**src/rtl/ffha_ram.sv**
```systemverilog
// ----------------------------------------------------------------------------
// ffha_ram
// Simple dual-port RAM: one write port, one read port with registered data.
// ----------------------------------------------------------------------------
module ffha_ram #(
   parameter int DATA_W = 8,
   parameter int ADDR_W = 4
) (
   input  logic              clock,
   input  logic              we,
   input  logic [ADDR_W-1:0] waddr,
   input  logic [DATA_W-1:0] wdata,
   input  logic              re,
   input  logic [ADDR_W-1:0] raddr,
   output logic [DATA_W-1:0] rdata
);

   logic [DATA_W-1:0] mem [2**ADDR_W];
   logic [DATA_W-1:0] rdata_ff;

   always_ff @(posedge clock) begin
      if (we) begin
         mem[waddr] <= wdata;
      end
      if (re) begin
         rdata_ff <= mem[raddr];
      end
   end

   assign rdata = rdata_ff;

endmodule

```
**config.mk**
```make
export PLATFORM = sky130hd
export DESIGN_NAME = ffha_ram
export DESIGN_NICKNAME = d
export VERILOG_FILES = /design/src/rtl/ffha_ram.sv
export SDC_FILE = /design/constraint.sdc
export NUM_CORES = 1
export LEC_CHECK = 0
export ABC_AREA = 1
export BUFFER_PORTS_ARGS = -buffer_cell sky130_fd_sc_hd__buf_2
export CAP_MARGIN = 20
export CORE_AREA = 5 5 146 148
export DETAILED_ROUTE_END_ITERATION = 16
export DIE_AREA = 0 0 151 153
export GPL_TIMING_DRIVEN = 0
export PLACE_DENSITY_LB_ADDON = 0.15
export SLEW_MARGIN = 20
export SYNTH_ARGS = -nofsm -noshare
export SYNTH_HDL_FRONTEND = slang
export SYNTH_SLANG_ARGS = --single-unit
```
**constraint.sdc**
```tcl
create_clock -name clock -period 1.7 [get_ports clock]
set_clock_uncertainty 0.2 [all_clocks]
set_input_delay 0.34 -clock clock [delete_from_list [all_inputs] [get_ports clock]]
set_output_delay 0.34 -clock clock [all_outputs]
set_load 0.005 [all_outputs]
```
==> out/qor.tcl <==
set qor(run_status) {completed}
set qor(netlist.area_leader.share) 0.6985
set qor(min-delay-path-class) {input pin to register}
set qor(std_cell_rows) 52
set qor(timing.setup.critical_path_class) {input pin to register}
set qor(syn-num-nets) 570
set qor(worst_ep_arrival_time_ns) 1.52
set qor(tritoncts_num_sinks) 136
set qor(dp_slack_ns) -0.4154
set qor(clock_power_share) 0.445
set qor(grt_usage) 0.1450
set qor(global_route.overflow_total) 0
set qor(timing.final.setup_violations) 0
set qor(worst-path-max-fanout) 8
set qor(yosys.cell_types.count) 11
set qor(layout.filler_cells) 2027
set qor(final_critical_path_setup_slack_ns) 0.01146
set qor(drt-wirelength-per-cell_um) 18.13
set qor(cts_hold_repair.buffers) 0
set qor(synth-seq-cells) 136
set qor(rsz0062_at_grt) {true}
set qor(coreArea_um2) 19910
set qor(mappedNetlistArea_um2) 5847
set qor(netlist_instances) 551
set qor(cts_resized) 0
set qor(period_share) 0.9933
set qor(clkTransAtPathRegs_ns) 0.06
set qor(final-hold-violation-count) 0
set qor(viasPerCell) 4.394
set qor(drt_drc_violations_left) 0
set qor(power.switching_fraction) 0.2210
set qor(critical_path_rt_ns) 1.53
set qor(slew_headroom) 0.3469
set qor(cts_made_buffers) 17
set qor(max_clock_freq_mhz) 592.2
set qor(post_route_cells_drive_above_1_share) 0.1209
set qor(buffer_ports.inserted) 23
set qor(max_cap_viol_count) 0
set qor(synth-warning-count) 0
set qor(clk_path_buf_depth) 2
set qor(antenna_found_initial) 0
set qor(drt_iter0_drc) 411
set qor(share_comb_of_total_power) 0.066
set qor(n_antenna_cell) 0
set qor(h-tree-depth) 4
set qor(power.static_leakage_uw) 0.002886
set qor(cts_tree) {yes}
set qor(die_height_um) 153
set qor(post-dp-hpwl_um) 10630
set qor(synth.yosys.seq_area_share) 0.6985
set qor(critical_path.startpoint_type) {input pin}
set qor(largest_net_degree_at_the_start_of_global_routing) 17
set qor(timing_max_transition_violations_final) 0
set qor(clk_root_buffer_cell) {sky130_fd_sc_hd__clkbuf_16}
set qor(count_of_vias_placed_by_the_detailed_router) 3840
set qor(antenna_violating_nets_remaining) 0
set qor(start_util) 0.2937
set qor(post_synth.cell_area_avg_um2) 10.61
set qor(switching_component_of_the_power_uw) 1714
set qor(growth_of_design_area_from_synthesis_to_finish_pct) 17.03
set qor(power_frac_seq) 0.489
set qor(power_per_cell_area_nw_per_um2) 1133
set qor(grt_pass1_vias) 3822
set qor(chipWidth_um) 151
set qor(timing.critical_path.to_type) {register}
set qor(pin_count) 27
set qor(place.gp.congestion) 0.8996
set qor(first_pass_grt_wire_length_um) 23860
set qor(finalNetCount) 612
set qor(final_util) 0.3437
set qor(wirelength_um) 15850
set qor(worst_vdd_rail_ir_drop_mv) 0.7210
set qor(timing_worst_slew_pin_value_ns) 0.9761
set qor(die_area_um2) 23100
set qor(finalCriticalPeriod_ns) 1.689
set qor(internal-power_uw) 6041
set qor(netlist.top_cell.by_area) {sky130_fd_sc_hd__edfxtp_1}
set qor(post_synth_main_area_contributors) {sky130_fd_sc_hd__edfxtp_1 70%, sky130_fd_sc_hd__nand2_1 11%, sky130_fd_sc_hd__nand3_1 8.3%}
set qor(worst_skew_pair.late_latency_ns) 0.42
set qor(first_pass_iters) 5
flip-flops by register name, indices dropped and copies added (netlist names):
name / cells
rdata: 8
mem: 128
power groups by stage:
stage	sequential, uW	combinational (uW)	clock, uW
detailed placement	3870	512	0
finish	3800	510	3450
global route	3800	563	3660
global placement	3860	508	0
floorplan	3870	265	0
CTS	3800	514	3510
repair_timing:
item,CTS,global route
endpoints found under the setup margin,0,16
setup buffers,0,0
hold endpoints to repair,0,0
final timing paths:
kind	from	end	slack, ns	cells past startpoint
setup / recovery	waddr[3]	mem[4][3]	0.01	3
hold / removal	re	rdata[5]	0.06	1
setup reg to reg	mem[10][3]	rdata[3]	0.27	6
hold reg to reg	mem[12][5]	rdata[5]	0.61	6
per-stage QoR:
stage | setup TNS (ns) | total power [uW] | instances | hold WS, ns | instance area, um^2
after global placement | -31.24 | 4372 | 844 | 0.4721 | 6300
after floorplan | 0 | 4131 | 551 | 0.2389 | 5847
after CTS | 0 | 7821 | 874 | 0.03974 | 6843
after detailed placement | -35.09 | 4378 | 844 | 0.4866 | 6300
after global routing | -0.6281 | 8028 | 874 | 0.05773 | 6843
final | 0 | 7755 | 874 | 0.05658 | 6843
cell type report:
| type | count | area (um^2) | share of cell area |
|---|---|---|---|
| flip-flops and latches | 136 | 4084 | 0.5968 |
| multi-input cells | 289 | 1214 | 0.1774 |
| clock buffers | 20 | 436.7 | 0.06381 |
| inverters | 102 | 382.9 | 0.05595 |
| well taps | 270 | 337.8 | 0.04937 |
| plain buffers | 24 | 166.4 | 0.02432 |
| repair buffers | 23 | 115.1 | 0.01682 |
| clock inverters | 10 | 106.4 | 0.01554 |
worst max-delay path: stages:
cell	delay, ns
sky130_fd_sc_hd__buf_2	0.12
sky130_fd_sc_hd__nand3b_1	0.26
sky130_fd_sc_hd__nor2_1	0.80
kinds of logic (layout without fill, tap and decap cells):
family                 Yosys count  in the layout  share of synthesized area
AND/OR/NAND/NOR                289            289                     0.2076
flip-flops                     136            136                     0.6985
buffers and inverters          126            179                    0.09394
cells in the mapped netlist:
cell type,instances
sky130_fd_sc_hd__buf_1,1
sky130_fd_sc_hd__buf_2,13
sky130_fd_sc_hd__buf_4,4
sky130_fd_sc_hd__buf_6,6
sky130_fd_sc_hd__edfxtp_1,136
sky130_fd_sc_hd__inv_1,100
sky130_fd_sc_hd__inv_2,2
sky130_fd_sc_hd__nand2_1,173
sky130_fd_sc_hd__nand3_1,97
sky130_fd_sc_hd__nand3b_1,2
sky130_fd_sc_hd__nor2_1,17
metal layers:
metal  up-vias  GRT usage  wire, um
met3        19    0.02784       659
met2       105     0.2142      7180
li1       1862          -         -
met4         0    0.05052       273
met1      1854     0.2127      7733
met5         -          0         0
layout by cell type (no fill, tap or decap), drive strengths merged:
cell type and count:
buf 47, bufinv 2, clkbuf 20, clkinv 6, clkinvlp 2, edfxtp 136, inv 102, nand2 173
nand3 97, nand3b 2, nor2 17
(Power assumes the default switching activity.)
